[config.mk]
export PLATFORM = sky130hd
export DESIGN_NAME = selective_repeat_frame_receiver
export DESIGN_NICKNAME = d
export VERILOG_FILES = /design/src/srfr_pkg.sv /design/src/selective_repeat_frame_receiver.sv
export SDC_FILE = /design/constraint.sdc
export NUM_CORES = 1
export LEC_CHECK = 0
export BUFFER_PORTS_ARGS = -buffer_cell sky130_fd_sc_hd__buf_2
export CELL_PAD_IN_SITES_DETAIL_PLACEMENT = 1
export CELL_PAD_IN_SITES_GLOBAL_PLACEMENT = 2
export CORE_ASPECT_RATIO = 0.7
export CORE_MARGIN = 3
export CORE_UTILIZATION = 35
export CTS_CLUSTER_DIAMETER = 100
export DETAILED_ROUTE_END_ITERATION = 8
export GPL_TIMING_DRIVEN = 0
export PLACE_DENSITY_LB_ADDON = 0.1
export REMOVE_ABC_BUFFERS = 1
export SYNTH_ARGS = -nofsm -noshare
export SYNTH_HDL_FRONTEND = slang
export SYNTH_SLANG_ARGS = --single-unit
[constraint.sdc]
create_clock -name clk -period 4.4 [get_ports clk]
set_input_delay 0.66 -clock clk [delete_from_list [all_inputs] [get_ports clk]]
set_output_delay 0.66 -clock clk [all_outputs]
set_load 0.1 [all_outputs]
[src/srfr_pkg.sv]
// shared constants of the selective repeat frame receiver
`timescale 1ns / 1ps
package srfr_pkg;
  localparam int SEQ_BITS       = 16;
  localparam int SEQ_CNT_W      = $clog2(SEQ_BITS);
  localparam int CFG_W          = 7;
  localparam int DEF_MAX_WINDOW = 64;
  localparam logic [CFG_W-1:0] WINDOW_RESET = 7'd4;
  localparam logic [7:0] ESCAPE_BYTE = 8'h2F;
  localparam int IN_DATA_W  = 32;
  localparam int OUT_DATA_W = 16;
endpackage

[src/selective_repeat_frame_receiver.sv]
// selective repeat frame receiver top level
`timescale 1ns / 1ps
// Usage
//   s_axis: one stuffed frame byte per transfer. tdata = data_byte [7:0],
//   frame_seq [23:8], frame_check [31:24]; tuser = frame_start, tlast = frame_end.
//   m_axis: at most one reply per frame end. tdata = reply_seq [15:0],
//   tuser = reply_is_nack. cfg_wen / cfg_wdata write the window size (reset 4).
// Flow
//   payload, start and flag bytes: taken back to back.
//   frame end: a failed check loads a NACK; a frame outside the window is
//   dropped; otherwise the one-bit-a-step remainder unit (seq mod window)
//   runs, then an out-of-order frame does a slot memory read-modify-write
//   and an in-order one slides the expected number over marked slots (up to
//   MAX_WINDOW slots), then the reply register is loaded (none for a
//   duplicate).
// Reset
//   after rst the slot memory is swept clear, one entry a cycle, s_axis_tready
//   low until all MAX_WINDOW entries are clear; config writes are taken meanwhile.
// Stall
//   a reply waits in the output register while m_axis_tready is low; bytes keep
//   flowing until a frame end that makes a reply, which then holds the input
//   until the waiting reply is gone.
module selective_repeat_frame_receiver
  import srfr_pkg::*;
#(
  parameter int MAX_WINDOW = DEF_MAX_WINDOW
) (
  input  logic                  clk,
  input  logic                  rst,
  input  logic                  cfg_wen,
  input  logic [CFG_W-1:0]      cfg_wdata,      // window_size
  input  logic                  s_axis_tvalid,
  output logic                  s_axis_tready,
  input  logic [IN_DATA_W-1:0]  s_axis_tdata,   // data_byte, frame_seq, frame_check
  input  logic                  s_axis_tuser,   // frame_start
  input  logic                  s_axis_tlast,   // frame_end
  output logic                  m_axis_tvalid,
  input  logic                  m_axis_tready,
  output logic [OUT_DATA_W-1:0] m_axis_tdata,   // reply_seq
  output logic                  m_axis_tuser    // reply_is_nack
);

  localparam int SLOT_W = (MAX_WINDOW > 1) ? $clog2(MAX_WINDOW) : 1;
  localparam int WIN_W  = $clog2(MAX_WINDOW + 1);
  localparam int CMP_W  = (WIN_W > CFG_W) ? WIN_W : CFG_W;

  // controller states
  localparam logic [3:0] ST_CLEAR     = 4'd0;
  localparam logic [3:0] ST_IDLE      = 4'd1;
  localparam logic [3:0] ST_DIV       = 4'd2;
  localparam logic [3:0] ST_ROUTE     = 4'd3;
  localparam logic [3:0] ST_LOOKUP    = 4'd4;
  localparam logic [3:0] ST_MARK      = 4'd5;
  localparam logic [3:0] ST_SLIDE_RD  = 4'd6;
  localparam logic [3:0] ST_SLIDE_CHK = 4'd7;
  localparam logic [3:0] ST_REPLY     = 4'd8;

  logic [3:0]          state;
  logic [CFG_W-1:0]    window_size;
  logic [SEQ_BITS-1:0] expected_seq;
  logic [7:0]          running_check;
  logic                escape_pending;

  // frame under work
  logic [SEQ_BITS-1:0] seq_r;
  logic                pend_nack;
  logic                in_order;

  // remainder unit
  logic [SEQ_BITS-1:0]  div_shift;
  logic [WIN_W-1:0]     rem;
  logic [SEQ_CNT_W-1:0] bit_cnt;

  // slot walk and memory sweep
  logic [SLOT_W-1:0] slot;
  logic [SLOT_W-1:0] slide_cnt;
  logic [SLOT_W-1:0] clr_cnt;

  // slot-full memory
  logic              slot_mem [MAX_WINDOW];
  logic [SLOT_W-1:0] mem_addr;
  logic              mem_we;
  logic              mem_wdata;
  logic              mem_rdata;

  // input fields
  logic [7:0]          in_byte;
  logic [SEQ_BITS-1:0] in_seq;
  logic [7:0]          in_check;
  assign in_byte  = s_axis_tdata[7:0];
  assign in_seq   = s_axis_tdata[23:8];
  assign in_check = s_axis_tdata[31:24];

  logic in_xfer;
  assign s_axis_tready = (state == ST_IDLE);
  assign in_xfer       = s_axis_tvalid && s_axis_tready;

  // active window: 0 acts as 1, above the memory depth clamps to it
  logic [CMP_W-1:0] cfg_ext;
  logic [CMP_W-1:0] win_c;
  logic [WIN_W-1:0] win;
  always_comb begin
    cfg_ext = CMP_W'(window_size);
    if (cfg_ext == '0) begin
      win_c = CMP_W'(1);
    end else if (cfg_ext > CMP_W'(MAX_WINDOW)) begin
      win_c = CMP_W'(MAX_WINDOW);
    end else begin
      win_c = cfg_ext;
    end
    win = WIN_W'(win_c);
  end

  // check at the closing flag; start on the same byte clears state first
  logic [7:0]          chk_base;
  logic                esc_base;
  logic [7:0]          chk_final;
  logic                chk_bad;
  logic [SEQ_BITS-1:0] seq_gap;
  logic                in_window;
  always_comb begin
    chk_base  = s_axis_tuser ? 8'd0 : running_check;
    esc_base  = s_axis_tuser ? 1'b0 : escape_pending;
    chk_final = esc_base ? (chk_base ^ in_byte) : chk_base;
    chk_bad   = (chk_final != in_check);
    seq_gap   = in_seq - expected_seq;
    in_window = (seq_gap < SEQ_BITS'(win));
  end

  // restoring remainder step, one sequence bit a cycle
  logic [WIN_W:0]   rem_sh;
  logic [WIN_W:0]   rem_sub;
  logic [WIN_W-1:0] rem_new;
  always_comb begin
    rem_sh  = {rem, div_shift[SEQ_BITS-1]};
    rem_sub = rem_sh - {1'b0, win};
    rem_new = (rem_sh >= {1'b0, win}) ? rem_sub[WIN_W-1:0] : rem_sh[WIN_W-1:0];
  end

  // slot of expected_seq + 1, tracked from the slot of expected_seq
  logic [SEQ_BITS-1:0] exp_inc;
  logic [SLOT_W-1:0]   base_slot;
  logic [WIN_W-1:0]    slot_p1;
  logic [SLOT_W-1:0]   adv_slot;
  always_comb begin
    exp_inc   = expected_seq + 1'b1;
    base_slot = (state == ST_ROUTE) ? rem[SLOT_W-1:0] : slot;
    slot_p1   = WIN_W'(base_slot) + 1'b1;
    // the sequence wrap restarts the slot count at zero
    if (slot_p1 == win || exp_inc == '0) begin
      adv_slot = '0;
    end else begin
      adv_slot = slot_p1[SLOT_W-1:0];
    end
  end

  // memory port control
  always_comb begin
    mem_addr  = slot;
    mem_we    = 1'b0;
    mem_wdata = 1'b0;
    unique case (state)
      ST_CLEAR: begin
        mem_addr = clr_cnt;
        mem_we   = 1'b1;
      end
      ST_SLIDE_CHK: begin
        mem_we = mem_rdata;          // clear a full slot as the window slides
      end
      ST_MARK: begin
        mem_we    = !mem_rdata;      // mark a free slot
        mem_wdata = 1'b1;
      end
      default: begin
      end
    endcase
  end

  always_ff @(posedge clk) begin
    if (mem_we) begin
      slot_mem[mem_addr] <= mem_wdata;
    end
    mem_rdata <= slot_mem[mem_addr];
  end

  // config register
  always_ff @(posedge clk) begin
    if (rst) begin
      window_size <= WINDOW_RESET;
    end else if (cfg_wen) begin
      window_size <= cfg_wdata;
    end
  end

  // main controller
  always_ff @(posedge clk) begin
    if (rst) begin
      state          <= ST_CLEAR;
      clr_cnt        <= '0;
      expected_seq   <= '0;
      running_check  <= '0;
      escape_pending <= 1'b0;
    end else begin
      unique case (state)
        ST_CLEAR: begin
          clr_cnt <= clr_cnt + 1'b1;
          if (clr_cnt == SLOT_W'(MAX_WINDOW - 1)) begin
            state <= ST_IDLE;
          end
        end
        ST_IDLE: begin
          if (in_xfer) begin
            if (!s_axis_tlast) begin
              // payload unstuffing
              if (s_axis_tuser) begin
                running_check  <= '0;
                escape_pending <= 1'b0;
              end else if (escape_pending) begin
                running_check  <= running_check ^ in_byte;
                escape_pending <= 1'b0;
              end else if (in_byte == ESCAPE_BYTE) begin
                escape_pending <= 1'b1;
              end else begin
                running_check <= running_check ^ in_byte;
              end
            end else begin
              running_check  <= '0;
              escape_pending <= 1'b0;
              seq_r          <= in_seq;
              if (chk_bad) begin
                pend_nack <= 1'b1;
                state     <= ST_REPLY;
              end else if (in_window) begin
                pend_nack <= 1'b0;
                in_order  <= (seq_gap == '0);
                div_shift <= in_seq;
                rem       <= '0;
                bit_cnt   <= '0;
                state     <= ST_DIV;
              end
            end
          end
        end
        ST_DIV: begin
          rem       <= rem_new;
          div_shift <= {div_shift[SEQ_BITS-2:0], 1'b0};
          bit_cnt   <= bit_cnt + 1'b1;
          if (bit_cnt == SEQ_CNT_W'(SEQ_BITS - 1)) begin
            state <= ST_ROUTE;
          end
        end
        ST_ROUTE: begin
          if (in_order) begin
            expected_seq <= exp_inc;
            slot         <= adv_slot;
            slide_cnt    <= '0;
            state        <= ST_SLIDE_RD;
          end else begin
            slot  <= rem[SLOT_W-1:0];
            state <= ST_LOOKUP;
          end
        end
        ST_LOOKUP: begin
          state <= ST_MARK;
        end
        ST_MARK: begin
          // an already marked slot is a duplicate: no reply
          state <= mem_rdata ? ST_IDLE : ST_REPLY;
        end
        ST_SLIDE_RD: begin
          state <= ST_SLIDE_CHK;
        end
        ST_SLIDE_CHK: begin
          if (!mem_rdata) begin
            state <= ST_REPLY;
          end else begin
            expected_seq <= exp_inc;
            slot         <= adv_slot;
            slide_cnt    <= slide_cnt + 1'b1;
            state <= (slide_cnt == SLOT_W'(MAX_WINDOW - 1)) ? ST_REPLY : ST_SLIDE_RD;
          end
        end
        ST_REPLY: begin
          if (!m_axis_tvalid || m_axis_tready) begin
            state <= ST_IDLE;
          end
        end
        default: begin
          state <= ST_IDLE;
        end
      endcase
    end
  end

  // output register
  always_ff @(posedge clk) begin
    if (rst) begin
      m_axis_tvalid <= 1'b0;
    end else if (state == ST_REPLY && (!m_axis_tvalid || m_axis_tready)) begin
      m_axis_tvalid <= 1'b1;
    end else if (m_axis_tready) begin
      m_axis_tvalid <= 1'b0;
    end
  end

  always_ff @(posedge clk) begin
    if (state == ST_REPLY && (!m_axis_tvalid || m_axis_tready)) begin
      m_axis_tdata <= pend_nack ? seq_r : seq_r + 1'b1;
      m_axis_tuser <= pend_nack;
    end
  end

endmodule

# After elaboration in Yosys (flattened, before gate mapping)
# Memories as Yosys holds them, arrays and structs flattened. A register that Yosys moved wholly into a read port is not among the register bits.
# Index checks and enable logic that the tools add are counted.
[totals]
in_bits = 46
out_inout_bits = 19
word_cells = 143
n_memories = 1
ram_bits = 64
mem_bits_ro = 0
regBits = 117
latchBits = 0
[classes]
n_reduce_logical = 24
mul = 0
addsub = 8
bitwise = 4
shift = 0
n_div = 0
order_cmp = 3
n_eq_ne = 25
n_mux = 61
[mem_list]
columns = ["name", "depth", "width", "rd", "rd_clocked_by_memory_dff", "write_ports", "line", "text"]
rows = [
  ["slot_mem", 64, 1, 1, 1, 1, "selective_repeat_frame_receiver.sv:80", "logic slot_mem [MAX_WINDOW];"],
]
[op_table]
columns = ["op", "n"]
rows = [
  ["16-bit two-way mux", 7],
  ["16-bit case mux with 2 select lines", 2],
  ["4-bit two-way mux", 14],
  ["7-bit two-way mux", 7],
  ["8-bit two-way mux", 6],
  ["6-bit two-way mux", 7],
  ["4-bit case mux with 9 select lines", 1],
  ["16-bit by 1-bit adder with 16-bit output, second input constant", 2],
  ["16-bit zero test", 2],
  ["6-bit case mux with 2 select lines", 2],
  ["6-bit AND reduction", 3],
  ["4-bit by 3-bit equality test with 1-bit output, second input constant", 4],
  ["16-bit by 7-bit < comparator with 1-bit output", 1],
  ["16-bit subtractor", 1],
  ["8-bit XOR", 2],
  ["7-bit case mux with 2 select lines", 1],
  ["6-bit by 1-bit adder with 6-bit output, second input constant", 2],
  ["6-bit equality test, second input constant", 2],
  ["2-bit != test, second input constant", 6],
  ["1-bit two-way mux", 11],
  ["3-bit AND reduction", 3],
  ["4-bit by 2-bit equality test with 1-bit output, second input constant", 2],
  ["4-bit equality test, second input constant", 2],
  ["8-bit by 6-bit equality test with 1-bit output, second input constant", 1],
  ["24 further kinds", 34],
]

# Logic depth before layout (Yosys ltp)
[logic_depth]
word_depth = 9
ltp_mapped = 15
ltp_nobuf = 14

# Worst setup path before layout
# OpenSTA, ideal clock, no wires.
[synth_timing]
kind = "register to register"
from = "reg state[2]"
to = "mem slot_mem[34], enable pin"
setup_ns = 0.313
synth_period_minus_slack_ns = 4.892
setup_slack_ns = -0.492
arrival_time_ns = 4.580
path_buffers = 2
stages_incl_launch_ff = 9
t_required_ns = 4.087
path_cell_list = "dfxtp_1 -> clkbuf_1 -> nor3b_1 -> nor2b_1 -> or3_1 -> clkbuf_1 -> and2_1 -> nand2_1 -> nor3_1"
[synth_via]
elab_chain_len = 4
elab_cells_between_ends = 7
classes_between = "eq/ne (2); mux (4); reduce/logical (1)"
[synth_lines]
columns = ["item", "line", "text"]
rows = [
  ["start, declared", "selective_repeat_frame_receiver.sv:58", "logic [3:0] state;"],
  ["start signal, assigned", "selective_repeat_frame_receiver.sv:268", "state <= mem_rdata ? ST_IDLE : ST_REPLY;"],
  ["start signal, assigned", "selective_repeat_frame_receiver.sv:280", "state <= (slide_cnt == SLOT_W'(MAX_WINDOW - 1)) ? ST_REPLY : ST_SLIDE_RD;"],
  ["4-bit by 3-bit equality test with 1-bit output / 4-bit zero test (equally long branches)", "selective_repeat_frame_receiver.sv:162", "unique case (state)"],
  ["1-bit case mux with 3 select lines", "selective_repeat_frame_receiver.sv:162", ""],
  ["1-bit two-way mux", "selective_repeat_frame_receiver.sv:180", "if (mem_we) begin"],
  ["1-bit two-way mux (implied by the code)", "selective_repeat_frame_receiver.sv:181", "slot_mem[mem_addr] <= mem_wdata;"],
  ["end, declared", "selective_repeat_frame_receiver.sv:80", ""],
]
# Parallel ways exist; a longest one is shown, timed or not.

# Final worst setup path
[layout_timing]
from = "reg state[0]"
to = "reg mem_rdata, read port of slot_mem"
[layout_via]
elab_chain_len = 2
[layout_lines]
columns = ["item", "line", "text"]
rows = [
  ["4-bit zero test", "selective_repeat_frame_receiver.sv:162", ""],
  ["6-bit two-way mux", "selective_repeat_frame_receiver.sv:162", ""],
  ["end, declared", "selective_repeat_frame_receiver.sv:84", "logic mem_rdata;"],
]
# Every way passes these cells.
# A chain may end at the register's enable or synchronous reset.

==> qor.tcl <==
set qor(synthDominantCellAreaShare_pct) 40.30
set qor(dr.pass1.iters) 5
set qor(number_of_antenna_violations_at_the_first_check_in_global_routing) 0
set qor(dp_hpwl_um) 22130
set qor(power_leakage_nw) 4.213
set qor(post_cts_resized) 0
set qor(met2_usage_pct) 26.27
set qor(finalCoreUtilization_pct) 41.18
set qor(avgSynthCellArea_um2) 9.822
set qor(layout.filler_cells) 3189
set qor(clock_latency_on_the_worst_skew_pair_ns) 0.45
set qor(outcome) {complete, but fails checks}
set qor(first_global_vias) 7861
set qor(grt_pass1_wl_um) 46040
set qor(post-route-min-period_ns) 4.097
set qor(groute.usage.overall_pct) 18.97
set qor(final_hold_violations) 0
set qor(crit_path_cell_trace) {nor4_4 -> buf_6 -> mux2i_1 -> nor2_1 -> a22o_1 -> a221oi_1 -> a31oi_1 -> a311oi_1 -> nand2_1}
set qor(floorplan.initialDensity_pct) 36.30
set qor(top_usage_layer) {met1}
set qor(core_um2) 28330
set qor(antennaDiodeCount) 0
set qor(postRouteAntennaNets) 0
set qor(gr-usage-met3_pct) 2.515
set qor(total_power_w) 0.003763
set qor(die_height_um) 149.4
set qor(cpMaxStageDelayCell) {sky130_fd_sc_hd__nor4_4}
set qor(flow.area_growth_from_synthesis_pct) 13.44
set qor(timing_worst_slew_pin_value_ns) 1.597
set qor(grt_start_max_net_pins) 43
set qor(setup.worst_path.class) {reg2reg}
set qor(yosysSeqAreaShare_pct) 48.86
set qor(netlist_top_cells_area) {sky130_fd_sc_hd__edfxtp_1, sky130_fd_sc_hd__dfxtp_1, sky130_fd_sc_hd__nor2_1}
set qor(cp.buffers_inverters) 1
set qor(initialDrtViolationCount) 461
set qor(post_route_cells_drive_above_1_share_pct) 12.91
set qor(tns_ns) 0
set qor(asyncSetResetFlopFracSynth_pct) 0
set qor(clock_pin_slew_worst_setup_and_hold_paths_ns) 0.08
set qor(timing.slew.headroom_pct) -9.204
set qor(portBuffers) 64
set qor(layout_worst_path_cycle_share_pct) 93.12
set qor(detail_routed_via_count_per_cell) 5.437
set qor(fin_nets) 1184
set qor(cts_tree) {built}
set qor(place_worst_setup_slack_ns) -0.09380
set qor(synth_top_cell_by_area) {sky130_fd_sc_hd__edfxtp_1}
set qor(post-route-drc-count) 0
set qor(failed_checks) {capacitance limit, slew limit}
set qor(maxCapViolations) 1
set qor(synth.distinct_cells) 81
set qor(routed_wl_um) 29530
set qor(finalSetupViolations) 0
set qor(clock_skew_ns) 0.009254
set qor(cts_buffers) 17
set qor(cp.arrival_ns) 4.43
set qor(top_level_ports) 65
set qor(setup_ws_final_ns) 0.3027
set qor(hold_path_class) {in2reg}
set qor(synth.yosys.warnings) 0
set qor(clock_path_buffers) 2
set qor(synthTopCellsByCount) {sky130_fd_sc_hd__nor2_1, sky130_fd_sc_hd__edfxtp_1, sky130_fd_sc_hd__nand2_1}
set qor(required_ns) 4.74
set qor(synth_area_um2) 10280
set qor(maxClockFrequency_mhz) 244.1
set qor(worst_hold_margin_ns) 0.4125
set qor(power.density_nw_per_um2) 322.5
set qor(synth-main-ff-cell) {sky130_fd_sc_hd__edfxtp_1}
set qor(die-area_um2) 31510
set qor(dr_total_vias) 8079
set qor(clock_sink_count) 182
set qor(cpLargestDelayFamily) {simple AND/OR/NAND/NOR gates}
set qor(ffs_latches_synth) 182
set qor(path_max_fanout) 19
set qor(grt_overflow_total) 0
set qor(gp_routability_congestion) 0.8004
set qor(synth-edff-count) 138
set qor(placement_rows) 51
set qor(fp.dieW_um) 210.9
set qor(ir_drop_mv) 0.2117
set qor(cts-root-buf) {sky130_fd_sc_hd__clkbuf_16}
set qor(critical_path.startpoint_type) {flip-flop}
set qor(synthCells) 1047
set qor(wl_per_cell_um) 19.87
set qor(htreeDepth) 4
set qor(critPathCaptureType) {flip-flop}
set qor(slew_violations) 4
set qor(unrepaired_setup_endpoints_after_global_routing) {no}
set qor(cell_with_the_most_instances_after_synthesis) {sky130_fd_sc_hd__nor2_1}
set qor(slowest_delay_ns) 0.90
set qor(global_route.usage.met1_pct) 30.48
==> stage by stage <==
| step | instance area (um^2) | instances |
|---|---|---|
| after global placement | 10900 | 1445 |
| after CTS | 11630 | 1484 |
| after floorplan | 10110 | 1010 |
| after global routing | 11670 | 1486 |
| final | 11670 | 1486 |
| after detailed placement | 11020 | 1452 |
==> where the power goes <==
group / total, W / switching [W] / internal [W]
logic: 0.000315 / 0.000201 / 0.000115
registers: 0.00185 / 0.0000138 / 0.00184
clock network: 0.00160 / 0.000778 / 0.000819
==> cells in the final DEF, fill, tap and decap left out, types with 9 or more instances in the layout <==
| cell type | instances |
|---|---|
| sky130_fd_sc_hd__a22oi_1 | 11 |
| sky130_fd_sc_hd__nand3_1 | 36 |
| sky130_fd_sc_hd__o21ai_0 | 43 |
| sky130_fd_sc_hd__nand2_1 | 129 |
| sky130_fd_sc_hd__buf_2 | 65 |
| sky130_fd_sc_hd__clkbuf_16 | 17 |
| sky130_fd_sc_hd__nor2_1 | 139 |
| sky130_fd_sc_hd__ha_1 | 34 |
| sky130_fd_sc_hd__edfxtp_1 | 138 |
| sky130_fd_sc_hd__a22o_1 | 10 |
| sky130_fd_sc_hd__nand2b_1 | 14 |
| sky130_fd_sc_hd__nor3_1 | 32 |
| sky130_fd_sc_hd__and3_1 | 15 |
| sky130_fd_sc_hd__a31oi_1 | 13 |
| sky130_fd_sc_hd__dfxtp_1 | 44 |
| sky130_fd_sc_hd__mux2i_1 | 24 |
| sky130_fd_sc_hd__xnor2_1 | 52 |
| sky130_fd_sc_hd__xor2_1 | 23 |
| sky130_fd_sc_hd__inv_1 | 32 |
| sky130_fd_sc_hd__and2_1 | 9 |
| sky130_fd_sc_hd__a21oi_1 | 48 |
| sky130_fd_sc_hd__nand4_1 | 12 |
| sky130_fd_sc_hd__nand3b_1 | 9 |
==> registers in the layout, summed over array words and instances (netlist names), 4 cells and up <==
register       cells
m_axis_tdata      16
expected_seq      16
slot_mem          64
rem                7
div_shift         16
slide_cnt          6
bit_cnt            4
state              4
cfg_ext            7
running_check      8
seq_r             16
slot               6
clr_cnt            6
==> area by class of cell <==
type	count	area (um^2)	share of cell area, %
Clock buffer	17	425.4	3.647
Clock inverter	15	182.7	1.566
Tap cell	371	464.2	3.979
Inverter	33	123.9	1.062
Sequential cell	182	5025	43.07
Timing Repair Buffer	72	409.1	3.507
Multi-Input combinational cell	796	5036	43.17
==> path summary, 6_finish.rpt <==
kind / start / end / slack, ns / cells after the start
max reg2reg: state[0]$_SDFFE_PP0P_ / mem_rdata$_DFF_P_ / 0.30 / 9
min: s_axis_tdata[8] / seq_r[0]$_DFFE_PP_ / 0.41 / 1
max: state[0]$_SDFFE_PP0P_ / mem_rdata$_DFF_P_ / 0.30 / 9
min reg2reg: running_check[5]$_SDFFE_PP0P_ / running_check[5]$_SDFFE_PP0P_ / 0.49 / 1
==> cell families after synthesis <==
| group | synth area share, % |
|---|---|
| adders and majority gates | 4.526 |
| muxes | 3.334 |
| and+or+nand+nor | 20.85 |
| DFF | 48.86 |
| AOI/OAI and AO/OA | 13.18 |
| xor gates and xnor gates | 6.388 |
| buffers and inverters | 2.859 |
==> repair_timing <==
| item | in CTS | in global routing |
|---|---|---|
| setup buffers | 0 | 1 |
| setup endpoints to repair | 0 | 27 |
| hold buffers | 0 | 0 |
==> worst reg2reg max path, stage by stage (launching register included) <==
cell and delay (ns):
sky130_fd_sc_hd__dfxtp_1 0.46, sky130_fd_sc_hd__nor4_4 0.91, sky130_fd_sc_hd__buf_6 0.30, sky130_fd_sc_hd__mux2i_1 0.75, sky130_fd_sc_hd__nor2_1 0.36, sky130_fd_sc_hd__a22o_1 0.34, sky130_fd_sc_hd__a221oi_1 0.33, sky130_fd_sc_hd__a31oi_1 0.16
sky130_fd_sc_hd__a311oi_1 0.27, sky130_fd_sc_hd__nand2_1 0.10
==> layer usage <==
| metal | up-vias | share of wire, % |
|---|---|---|
| li1 | 3926 | - |
| met1 | 4024 | 55 |
| met2 | 108 | 41 |
| met3 | 21 | 3.3 |
| met4 | 0 | 0.99 |
| met5 | - | 0 |
No activity file was read; power rests on OpenSTA's default activity.
